`src/rtl/core/drsp_pkg.sv`:
```
// drsp_pkg: shared types and constants of the dns response stream parser
// no dependencies; imported by every module of the block

package drsp_pkg;

    localparam int HEADER_BYTES = 12;
    localparam logic [3:0] HDR_LAST = 4'(HEADER_BYTES - 1);
    localparam logic [7:0] RCODE_MASK = 8'h0F;
    localparam logic [7:0] PTR_MASK = 8'hC0;

    localparam logic [15:0] TYPE_A = 16'd1;
    localparam logic [15:0] TYPE_CNAME = 16'd5;
    localparam logic [15:0] TYPE_AAAA = 16'd28;
    localparam logic [15:0] LEN_A = 16'd4;
    localparam logic [15:0] LEN_AAAA = 16'd16;

    localparam int FIFO_DEPTH = 4;
    localparam int PTR_W = $clog2(FIFO_DEPTH);

    typedef enum logic [3:0] {
        PH_HEADER,
        PH_Q_LEN,
        PH_Q_LABEL,
        PH_Q_PTR,
        PH_Q_TAIL,
        PH_A_LEN,
        PH_A_LABEL,
        PH_A_PTR,
        PH_A_FIXED,
        PH_A_ADDR,
        PH_A_SKIP,
        PH_TRAIL
    } phase_t;

    typedef enum logic [2:0] {
        K_HEADER,
        K_RECORD,
        K_ADDR,
        K_SHORT,
        K_TRUNC,
        K_DONE
    } kind_t;

    typedef enum logic [1:0] {
        DK_NONE,
        DK_IPV4,
        DK_IPV6,
        DK_CNAME
    } dkind_t;

    typedef struct packed {
        kind_t        result_kind;
        logic [3:0]   resp_code;
        logic [15:0]  answer_total;
        logic [15:0]  record_kind;
        logic [31:0]  time_to_live;
        logic [15:0]  rdata_length;
        dkind_t       data_kind;
        logic [7:0]   address_byte;
        logic [3:0]   address_index;
        logic         final_result;
    } res_t;

    typedef struct packed {
        logic [1:0] cnt;
        res_t       res0;
        res_t       res1;
    } push_t;

endpackage

```
`src/rtl/core/drsp_parser_core.sv`:
```
// drsp_parser_core: parse state registers and the per-byte state update
// depends on drsp_pkg; produces up to two result words per accepted byte

module drsp_parser_core
    import drsp_pkg::*;
(
    input  logic       clk,
    input  logic       rst_n,
    input  logic       accept,
    input  logic [7:0] byte_in,
    input  logic       eom,
    output push_t      push
);

    phase_t      phase_reg, phase_next;
    logic [3:0]  hp_reg, hp_next;
    logic [15:0] q_reg, q_next;
    logic [15:0] a_reg, a_next;
    logic [15:0] skip_reg, skip_next;
    logic [3:0]  fp_reg, fp_next;
    logic [15:0] kind_reg, kind_next;
    logic [31:0] ttl_reg, ttl_next;
    logic [15:0] len_reg, len_next;
    logic [3:0]  code_reg, code_next;
    logic [4:0]  ap_reg, ap_next;

    res_t   first, fin;
    logic   first_v;
    dkind_t dk;
    logic   is_zero, is_ptr;
    logic [15:0] skip_dec, ans_dec;
    kind_t  end_kind;

    assign is_zero = (byte_in == 8'h00);
    assign is_ptr = ((byte_in & PTR_MASK) == PTR_MASK);
    assign skip_dec = skip_reg - 16'd1;
    assign ans_dec = a_reg - 16'd1;

    always_comb
    begin
        phase_next = phase_reg;
        hp_next = hp_reg;
        q_next = q_reg;
        a_next = a_reg;
        skip_next = skip_reg;
        fp_next = fp_reg;
        kind_next = kind_reg;
        ttl_next = ttl_reg;
        len_next = len_reg;
        code_next = code_reg;
        ap_next = ap_reg;
        first = '0;
        first_v = 1'b0;
        fin = '0;
        dk = DK_NONE;
        end_kind = K_DONE;

        case (phase_reg)
            PH_HEADER:
            begin
                case (hp_reg)
                    4'd3: code_next = 4'(byte_in & RCODE_MASK);
                    4'd4: q_next = {byte_in, 8'h00};
                    4'd5: q_next = {q_reg[15:8], byte_in};
                    4'd6: a_next = {byte_in, 8'h00};
                    4'd7:
                    begin
                        a_next = {a_reg[15:8], byte_in};
                        if (!eom)
                        begin
                            first_v = 1'b1;
                            first.result_kind = K_HEADER;
                            first.resp_code = code_reg;
                            first.answer_total = {a_reg[15:8], byte_in};
                        end
                    end
                    default: ;
                endcase
                if (hp_reg >= HDR_LAST)
                begin
                    if (q_reg != 16'd0)
                        phase_next = PH_Q_LEN;
                    else if (a_reg != 16'd0)
                        phase_next = PH_A_LEN;
                    else
                        phase_next = PH_TRAIL;
                end
                else
                    hp_next = hp_reg + 4'd1;
            end
            PH_Q_LEN:
            begin
                if (is_zero)
                begin
                    phase_next = PH_Q_TAIL;
                    fp_next = 4'd0;
                end
                else if (is_ptr)
                    phase_next = PH_Q_PTR;
                else
                begin
                    skip_next = {8'h00, byte_in};
                    phase_next = PH_Q_LABEL;
                end
            end
            PH_Q_LABEL:
            begin
                skip_next = skip_dec;
                if (skip_dec == 16'd0)
                    phase_next = PH_Q_LEN;
            end
            PH_Q_PTR:
            begin
                phase_next = PH_Q_TAIL;
                fp_next = 4'd0;
            end
            PH_Q_TAIL:
            begin
                if (fp_reg >= 4'd3)
                begin
                    q_next = q_reg - 16'd1;
                    if (q_reg - 16'd1 != 16'd0)
                        phase_next = PH_Q_LEN;
                    else if (a_reg != 16'd0)
                        phase_next = PH_A_LEN;
                    else
                        phase_next = PH_TRAIL;
                end
                else
                    fp_next = fp_reg + 4'd1;
            end
            PH_A_LEN:
            begin
                if (is_zero)
                begin
                    phase_next = PH_A_FIXED;
                    fp_next = 4'd0;
                end
                else if (is_ptr)
                    phase_next = PH_A_PTR;
                else
                begin
                    skip_next = {8'h00, byte_in};
                    phase_next = PH_A_LABEL;
                end
            end
            PH_A_LABEL:
            begin
                skip_next = skip_dec;
                if (skip_dec == 16'd0)
                    phase_next = PH_A_LEN;
            end
            PH_A_PTR:
            begin
                phase_next = PH_A_FIXED;
                fp_next = 4'd0;
            end
            PH_A_FIXED:
            begin
                case (fp_reg)
                    4'd0: kind_next = {byte_in, 8'h00};
                    4'd1: kind_next = {kind_reg[15:8], byte_in};
                    4'd4: ttl_next = {24'h000000, byte_in};
                    4'd5, 4'd6, 4'd7: ttl_next = {ttl_reg[23:0], byte_in};
                    4'd8: len_next = {byte_in, 8'h00};
                    4'd9: len_next = {len_reg[15:8], byte_in};
                    default: ;
                endcase
                if (fp_reg >= 4'd9)
                begin
                    if (kind_reg == TYPE_A && len_next == LEN_A)
                        dk = DK_IPV4;
                    else if (kind_reg == TYPE_AAAA && len_next == LEN_AAAA)
                        dk = DK_IPV6;
                    else if (kind_reg == TYPE_CNAME)
                        dk = DK_CNAME;
                    else
                        dk = DK_NONE;
                    first_v = 1'b1;
                    first.result_kind = K_RECORD;
                    first.record_kind = kind_reg;
                    first.time_to_live = ttl_reg;
                    first.rdata_length = len_next;
                    first.data_kind = dk;
                    if (dk == DK_IPV4 || dk == DK_IPV6)
                    begin
                        phase_next = PH_A_ADDR;
                        ap_next = 5'd0;
                    end
                    else if (len_next != 16'd0)
                    begin
                        phase_next = PH_A_SKIP;
                        skip_next = len_next;
                    end
                    else
                    begin
                        a_next = ans_dec;
                        phase_next = (ans_dec != 16'd0) ? PH_A_LEN : PH_TRAIL;
                    end
                end
                else
                    fp_next = fp_reg + 4'd1;
            end
            PH_A_ADDR:
            begin
                first_v = 1'b1;
                first.result_kind = K_ADDR;
                first.data_kind = (len_reg == LEN_A) ? DK_IPV4 : DK_IPV6;
                first.address_byte = byte_in;
                first.address_index = ap_reg[3:0];
                ap_next = ap_reg + 5'd1;
                if ({11'd0, ap_reg + 5'd1} >= len_reg)
                begin
                    a_next = ans_dec;
                    phase_next = (ans_dec != 16'd0) ? PH_A_LEN : PH_TRAIL;
                end
            end
            PH_A_SKIP:
            begin
                skip_next = skip_dec;
                if (skip_dec == 16'd0)
                begin
                    a_next = ans_dec;
                    phase_next = (ans_dec != 16'd0) ? PH_A_LEN : PH_TRAIL;
                end
            end
            default: ;
        endcase

        if (phase_next == PH_HEADER)
            end_kind = K_SHORT;
        else if (phase_next == PH_Q_LEN || phase_next == PH_Q_LABEL ||
                 phase_next == PH_Q_PTR || phase_next == PH_Q_TAIL)
            end_kind = (a_next != 16'd0) ? K_TRUNC : K_DONE;
        else if (phase_next == PH_TRAIL)
            end_kind = K_DONE;
        else
            end_kind = K_TRUNC;
        fin.result_kind = end_kind;
        fin.final_result = 1'b1;

        if (eom)
        begin
            phase_next = PH_HEADER;
            hp_next = '0;
            q_next = '0;
            a_next = '0;
            skip_next = '0;
            fp_next = '0;
            kind_next = '0;
            ttl_next = '0;
            len_next = '0;
            code_next = '0;
            ap_next = '0;
        end
    end

    always_comb
    begin
        push = '0;
        if (accept)
        begin
            if (first_v)
            begin
                push.res0 = first;
                push.res1 = fin;
                push.cnt = eom ? 2'd2 : 2'd1;
            end
            else
            begin
                push.res0 = fin;
                push.cnt = eom ? 2'd1 : 2'd0;
            end
        end
    end

    always_ff @(posedge clk or negedge rst_n)
    begin
        if (!rst_n)
        begin
            phase_reg <= PH_HEADER;
            hp_reg <= '0;
            q_reg <= '0;
            a_reg <= '0;
            skip_reg <= '0;
            fp_reg <= '0;
            kind_reg <= '0;
            ttl_reg <= '0;
            len_reg <= '0;
            code_reg <= '0;
            ap_reg <= '0;
        end
        else if (accept)
        begin
            phase_reg <= phase_next;
            hp_reg <= hp_next;
            q_reg <= q_next;
            a_reg <= a_next;
            skip_reg <= skip_next;
            fp_reg <= fp_next;
            kind_reg <= kind_next;
            ttl_reg <= ttl_next;
            len_reg <= len_next;
            code_reg <= code_next;
            ap_reg <= ap_next;
        end
    end

    a_eom_restart: assert property (@(posedge clk) disable iff (!rst_n)
        accept && eom |=> phase_reg == PH_HEADER && hp_reg == 4'd0)
        else $error("parser did not restart after end of message");

    a_two_needs_eom: assert property (@(posedge clk) disable iff (!rst_n)
        push.cnt == 2'd2 |-> eom && push.res1.final_result)
        else $error("second result word without end of message");

    a_hp_range: assert property (@(posedge clk) disable iff (!rst_n)
        hp_reg <= HDR_LAST)
        else $error("header position out of range");

endmodule

```
`src/rtl/core/drsp_result_fifo.sv`:
```
// drsp_result_fifo: small result queue, up to two pushes and one pop per cycle
// depends on drsp_pkg; decouples the parser from output stalls

module drsp_result_fifo
    import drsp_pkg::*;
(
    input  logic  clk,
    input  logic  rst_n,
    input  push_t push,
    output logic  space,
    output logic  out_valid,
    input  logic  out_ready,
    output res_t  out_res
);

    res_t             mem [FIFO_DEPTH];
    logic [PTR_W-1:0] rp_reg, wp_reg;
    logic [PTR_W:0]   cnt_reg, cnt_next;
    logic             pop;

    assign out_valid = (cnt_reg != '0);
    assign pop = out_valid && out_ready;
    assign space = (cnt_reg <= (PTR_W + 1)'(FIFO_DEPTH - 2));
    assign out_res = mem[rp_reg];
    assign cnt_next = cnt_reg + {{(PTR_W - 1){1'b0}}, push.cnt} - {{PTR_W{1'b0}}, pop};

    always_ff @(posedge clk)
    begin
        if (push.cnt != 2'd0)
            mem[wp_reg] <= push.res0;
        if (push.cnt == 2'd2)
            mem[wp_reg + PTR_W'(1)] <= push.res1;
    end

    always_ff @(posedge clk or negedge rst_n)
    begin
        if (!rst_n)
        begin
            rp_reg <= '0;
            wp_reg <= '0;
            cnt_reg <= '0;
        end
        else
        begin
            if (pop)
                rp_reg <= rp_reg + PTR_W'(1);
            wp_reg <= wp_reg + PTR_W'(push.cnt);
            cnt_reg <= cnt_next;
        end
    end

    a_no_overflow: assert property (@(posedge clk) disable iff (!rst_n)
        cnt_reg <= (PTR_W + 1)'(FIFO_DEPTH))
        else $error("result queue overflow");

    a_push_needs_space: assert property (@(posedge clk) disable iff (!rst_n)
        !space |-> push.cnt == 2'd0)
        else $error("push into queue without room");

    a_ptr_track: assert property (@(posedge clk) disable iff (!rst_n)
        wp_reg == rp_reg + PTR_W'(cnt_reg))
        else $error("queue pointers and count disagree");

endmodule

```
`src/rtl/core/dns_response_stream_parser.sv`:
```
// a result word is queued as its byte is accepted and offered from the queue head
// throughput: one byte per cycle while results are taken; a final byte that also
//   completes a record or carries an address byte yields two words
// s_tready follows free room in a four-word result queue (at least two words free)
// reset: rst_n clears the parse state and empties the result queue

module dns_response_stream_parser
    import drsp_pkg::*;
(
    input  logic         clk,
    input  logic         rst_n,
    input  logic         s_tvalid,
    output logic         s_tready,
    input  logic [7:0]   s_tdata,   // data_byte
    input  logic         s_tlast,   // end_of_message
    output logic         m_tvalid,
    input  logic         m_tready,
    output logic [103:0] m_tdata,   // response code, answer_total, record_kind,
                                    // time_to_live, rdata_length, data_kind,
                                    // address_byte, address_index, zero fill
    output logic [2:0]   m_tuser,   // result_kind
    output logic         m_tlast    // final_result
);

    logic  accept;
    push_t push;
    res_t  res;

    assign accept = s_tvalid && s_tready;

    drsp_parser_core u_core (
        .clk     (clk),
        .rst_n   (rst_n),
        .accept  (accept),
        .byte_in (s_tdata),
        .eom     (s_tlast),
        .push    (push)
    );

    drsp_result_fifo u_fifo (
        .clk       (clk),
        .rst_n     (rst_n),
        .push      (push),
        .space     (s_tready),
        .out_valid (m_tvalid),
        .out_ready (m_tready),
        .out_res   (res)
    );

    assign m_tdata = {6'd0, res.address_index, res.address_byte, res.data_kind,
                      res.rdata_length, res.time_to_live, res.record_kind,
                      res.answer_total, res.resp_code};
    assign m_tuser = res.result_kind;
    assign m_tlast = res.final_result;

endmodule

```
`config.mk`:
```
export PLATFORM = sky130hd
export DESIGN_NAME = dns_response_stream_parser
export DESIGN_NICKNAME = d
export VERILOG_FILES = /design/src/rtl/core/drsp_pkg.sv /design/src/rtl/core/drsp_parser_core.sv /design/src/rtl/core/drsp_result_fifo.sv /design/src/rtl/core/dns_response_stream_parser.sv
export SDC_FILE = /design/constraint.sdc
export NUM_CORES = 1
export LEC_CHECK = 0
export ABC_AREA = 1
export BUFFER_PORTS_ARGS = -buffer_cell sky130_fd_sc_hd__buf_2
export CELL_PAD_IN_SITES_DETAIL_PLACEMENT = 0
export CELL_PAD_IN_SITES_GLOBAL_PLACEMENT = 1
export CORE_MARGIN = 2
export CORE_UTILIZATION = 40
export CTS_CLUSTER_SIZE = 24
export DETAILED_ROUTE_END_ITERATION = 6
export PLACE_DENSITY_LB_ADDON = 0.1
export SYNTH_ARGS = -nofsm -noshare
export SYNTH_HDL_FRONTEND = slang
export SYNTH_SLANG_ARGS = --single-unit
```
`constraint.sdc`:
```
create_clock -name clk -period 10.25 [get_ports clk]
set_input_delay 0.5125 -clock clk [delete_from_list [all_inputs] [get_ports clk]]
set_output_delay 0.5125 -clock clk [all_outputs]
set_load 0.05 [all_outputs]
```
Word-level counts from Yosys, hierarchy flattened. Memories as Yosys holds them, arrays and structs flattened. Cells that the tools add are included.

Reduce and logical (&&, ||, !) cells: 46. Muxes and demuxes: 95. $add $sub $neg: 11. $lt $le $gt $ge: 5. Eq/ne operators: 52.

Operator list (count): $mux W16 (19); $mux W206 (1); $pmux W16 S2 (5); $mux W104 (1); $mux W4 (26); $mux W102 (1); $reduce_bool A16 Y1 (6); $mux W66 (1); $mux W32 (2); $mux W64 (1); $pmux W16 S4 (1); $pmux W32 S2 (1); $eq A4 B3 Y1 const B (13); $eq A16 B3 Y1 const B (3); $pmux W16 S3 (1); $sub A16 B1 Y16 const B (3); $pmux W4 S11 (1); $mux W20 (2); $eq A16 B5 Y1 const B (2); $eq A4 B4 Y1 const B (6); $mux W23 (1); $ne A3 B3 Y1 const B (7); $eq A4 B2 Y1 const B (5); $eq A16 B1 Y1 const B (1); 43 further kinds (99).

Register bits after elaboration: 140. Logic and storage cells: 226. Memories: 1. Input bits: 13. Output and inout bits: 110. Bits in writable memories: 408.

Memory list: u_fifo.mem (depth 4, width 102, rd ports 1, clocked after memory_dff 0, wr ports 2, RTL line drsp_result_fifo.sv:16) `res_t mem [FIFO_DEPTH];`.

Logic depth before layout (Yosys ltp).
Depth in word-level cells: 25. Mapped depth: 31. Mapped depth without buffers: 30.

Cells and area by module. A second synthesis with hierarchy kept.

Cell total of the unflattened synthesis: 4483. Area total of the unflattened synthesis: 33095.5 um^2.

Modules (own cells, without submodules): drsp_result_fifo (times used 1, cells an instance 2707, sequential area each 12426.9 um^2, area each 21877.2 um^2); drsp_parser_core (times used 1, cells an instance 1767, sequential area each 3328.2 um^2, area each 11162.0 um^2); dns_response_stream_parser (times used 1, cells an instance 9, sequential area each 0.0 um^2, area each 56.3 um^2).

Worst setup path after synthesis. OpenSTA, ideal clock, no wires.

Path kind: register -> register. Start: register u_core.fp_reg[1]. End: memory u_fifo.mem[0][0] (netlist name), enable pin. Arrival: 3347 ps. Required time: 9972 ps. Library setup time: 278 ps. Stages on the path, launching flop included: 18. Path slack: 6624 ps. Path through: dfrtp_1 inv_1 ha_1 buf_4 o21ai_1 nor2_2 nor3_1 inv_1 ha_1 inv_1 nor2_1 nor2_1 inv_1 nand2_1 clkbuf_1 clkbuf_1 clkbuf_1 nand2_1.

RTL lines: start, declared (RTL line drsp_parser_core.sv:20) `logic [3:0] fp_reg, fp_next;`; start signal, assigned (RTL line drsp_parser_core.sv:300) `fp_reg <= fp_next;`; end, declared (RTL line drsp_result_fifo.sv:16).

==> metrics.txt <==
Syn Std Cell Area 26,500 um2; CTS root buf clkbuf_16; count leader, synth o21ai_0; vias per cell 5.69; fraction of layout cells with a size suffix above 1 8.26%; total CTS buffers 61; vias in the first global route between 20,000 and 25,000; fin crit period about 5.4 ns; Leakage 12.2 nW; skew final 0.0306 ns; final hold viol count 0; Post-synth EDFFs 16; WL met3 5090 um; Relative slew margins 17.3%; fmax 0.186 GHz; Detailed Place HPWL between 50,000 and 60,000 um; Synth cell types 51; final worst path period share between 50% and 60%; Crit path largest cell delay 0.59 ns; met2 WL 43,200 um; worst setup path category flip-flop to flip-flop; First-pass DRT Iterations 5; largest area contributor in the netlist dfxtp_1; Max Used Layer met4; HP Class input port to flip-flop; Final Wtd Congestion 0.916; post-route cell area 29,500 um2; Finished Layout Cells 4,521; final core occ 44.9%; RSZ-0062 raised after global routing false; clock slew seen by the registers of the worst setup and hold paths 0.06 ns; # DRC 0; core area 65,700 um2; fin nets 3,645; element type at the critical path end flip-flop; slowest CP cell nor2_2; Antenna Nets Post-Route 0; Cell Rows 94; initial antenna violation count 0; Max-cap violations 0; wl on met1 41,500 um; Layout area overhead 11.1%; global route overflow 0; total number of yosys warnings 0; first-pass GRT wire length 143,000 um; clk_lat worst skew 0.65 ns; area share of the largest cell type after synthesis 29.6%; CP cell instances nor2_1 > inv_1 > nor2_2 > inv_1 > nor2_1 > inv_1 > nor2_1 > buf_4 > nor3_1 > inv_1 > ha_1 > inv_1 > nor2_1 > inv_1 > nor2_1 > inv_1 > nor2_1 > clkinv_2 > buf_4 > nand2_1; worst hold slack 0.335 ns; Worst Max-Slew Pin Slew 1.24 ns; FILL cells 6,689; Top Ports between 100 and 150; reg2reg setup slack 4.86 ns; FFs w/ async S/R, synth around a quarter; worst path bufs/invs 10; CP arrival 5.72 ns; nature of the critical path startpoint flip-flop; die area around 68,000 um2; via count 25,700; Starting DRT DRC Count 2,324; DP Area 27,500 um2; max reg flops roughly 410; Synth Area per Inst 7.27 um2; Port Buffers 116; Slew Limit Fails 0; Tot GR Track Use 26.4%; die height 262 um; pin count of the biggest net entering global routing 110; H-tree Lvls 2; Primary FF master, synth dfxtp_1; most frequent cell on the critical path inv_1; CP max FO 86; CTS resizes 0; status completed; setup TNS 0 ns; Area contributors post-synth dfxtp_1 30%, dfrtp_1 13%, o21ai_0 13%, nand3_1 11%, nand2_1 8.0%; wirelength, routed 92,400 um; sequential element share of the synthesized area about 45%; Critical Path RT 10.58 ns; post-synthesis register bit count around 550; starting density of the core between 40% and 50%; Power Density 337 nW/um2; Die Wd 262 um; CP delay by family, top simple AND/OR/NAND/NOR gates; WL/cell 20.4 um; Setup-failing EPs final 0; Cells after DPL 4,404; Clock Tree Buf Depth 3; CTS tree done; Post-synth top cells 669 x o21ai_0, 565 x nand3_1, 563 x nand2_1; peak supply drop 0.219 mV; Synth Instances 3,652; CTS Sinks 548
what timing repair did:
item / CTS / global route
setup buffers: 0 / 0
hold endpoints to repair: 60 / 0
hold buffers: 1 / 0
tightest hold or removal path, cell delays in order:
cell     delay [ns]
buf_2          0.21
nand2_1        0.14
o22ai_1        0.07
layout make-up:
cell class	instances	area (um2)	share of cell area (%)
Antenna cell	1	2.50	0.00849
Clock buffer	91	1780	6.04
Clock inverter	24	238	0.806
Inverter	206	786	2.66
Multi-Input combinational cell	2638	12900	43.8
Sequential cell	548	11800	40.1
Tap cell	864	1080	3.67
Timing Repair Buffer	149	837	2.84
report_power, final:
group / internal [mW] / switching, mW
sequential: 2.31 / 0.233
combinational: 1.21 / 3.98
clock: 1.28 / 0.932
layout by cell type, fill, tap and decap left out, types with 13 or more instances in the layout:
cell type and count:
a21oi_1 27, buf_2 115, buf_4 32, clkbuf_1 18
clkbuf_16 63, clkinv_2 17, dfrtp_1 138, dfxtp_1 392
edfxtp_1 16, ha_1 27, inv_1 189, nand2_1 557
nand3_1 565, nand4_1 50, nor2_1 393, nor2_2 13
nor3_1 21, o211ai_1 17, o21ai_0 669, o21ai_1 25
o22ai_1 160, xor2_1 30
stage by stage:
stage	power, mW	setup WS [ns]
finish	9.94	4.86
CTS	9.97	4.82
global placement	7.72	4.88
global route	10.5	4.26
detailed placement	7.74	4.81
floorplan	6.33	6.62
cell families (layout without fill, tap and decap cells):
family / Yosys count / count (layout) / synth area share (%)
simple gates: 1642 / 1642 / 27.2
compound gates: 929 / 929 / 18.8
flops: 548 / 548 / 44.6
buf+inv: 471 / 470 / 6.97
xor+xnor: 33 / 33 / 1.09
fa+ha+maj: 28 / 28 / 1.35
other cells: 1 / 7 / 0.0141
metal layers:
layer | vias to the layer above | GRT usage [%]
met5 | - | 0
met4 | 0 | 8.13
met3 | 152 | 2.99
met2 | 801 | 44.0
met1 | 12400 | 36.0
li1 | 12400 | -
path summary, 6_finish.rpt:
| kind | cells past startpoint | startpoint | to |
|---|---|---|---|
| worst max-delay path | 20 | u_core.phase_reg[3] | u_fifo.mem[0][99] |
| worst min-delay path | 3 | s_tdata[5] | u_core.kind_reg[13] |
| worst max register to register | 20 | u_core.phase_reg[3] | u_fifo.mem[0][99] |
| worst min register to register | 2 | u_fifo.mem[3][66] | u_fifo.mem[3][66] |
| max in group asynchronous | 3 | rst_n | u_core.len_reg[14] |
| min in group asynchronous | 2 | rst_n | u_core.a_reg[7] |
Power figures use the tool's default switching activity.
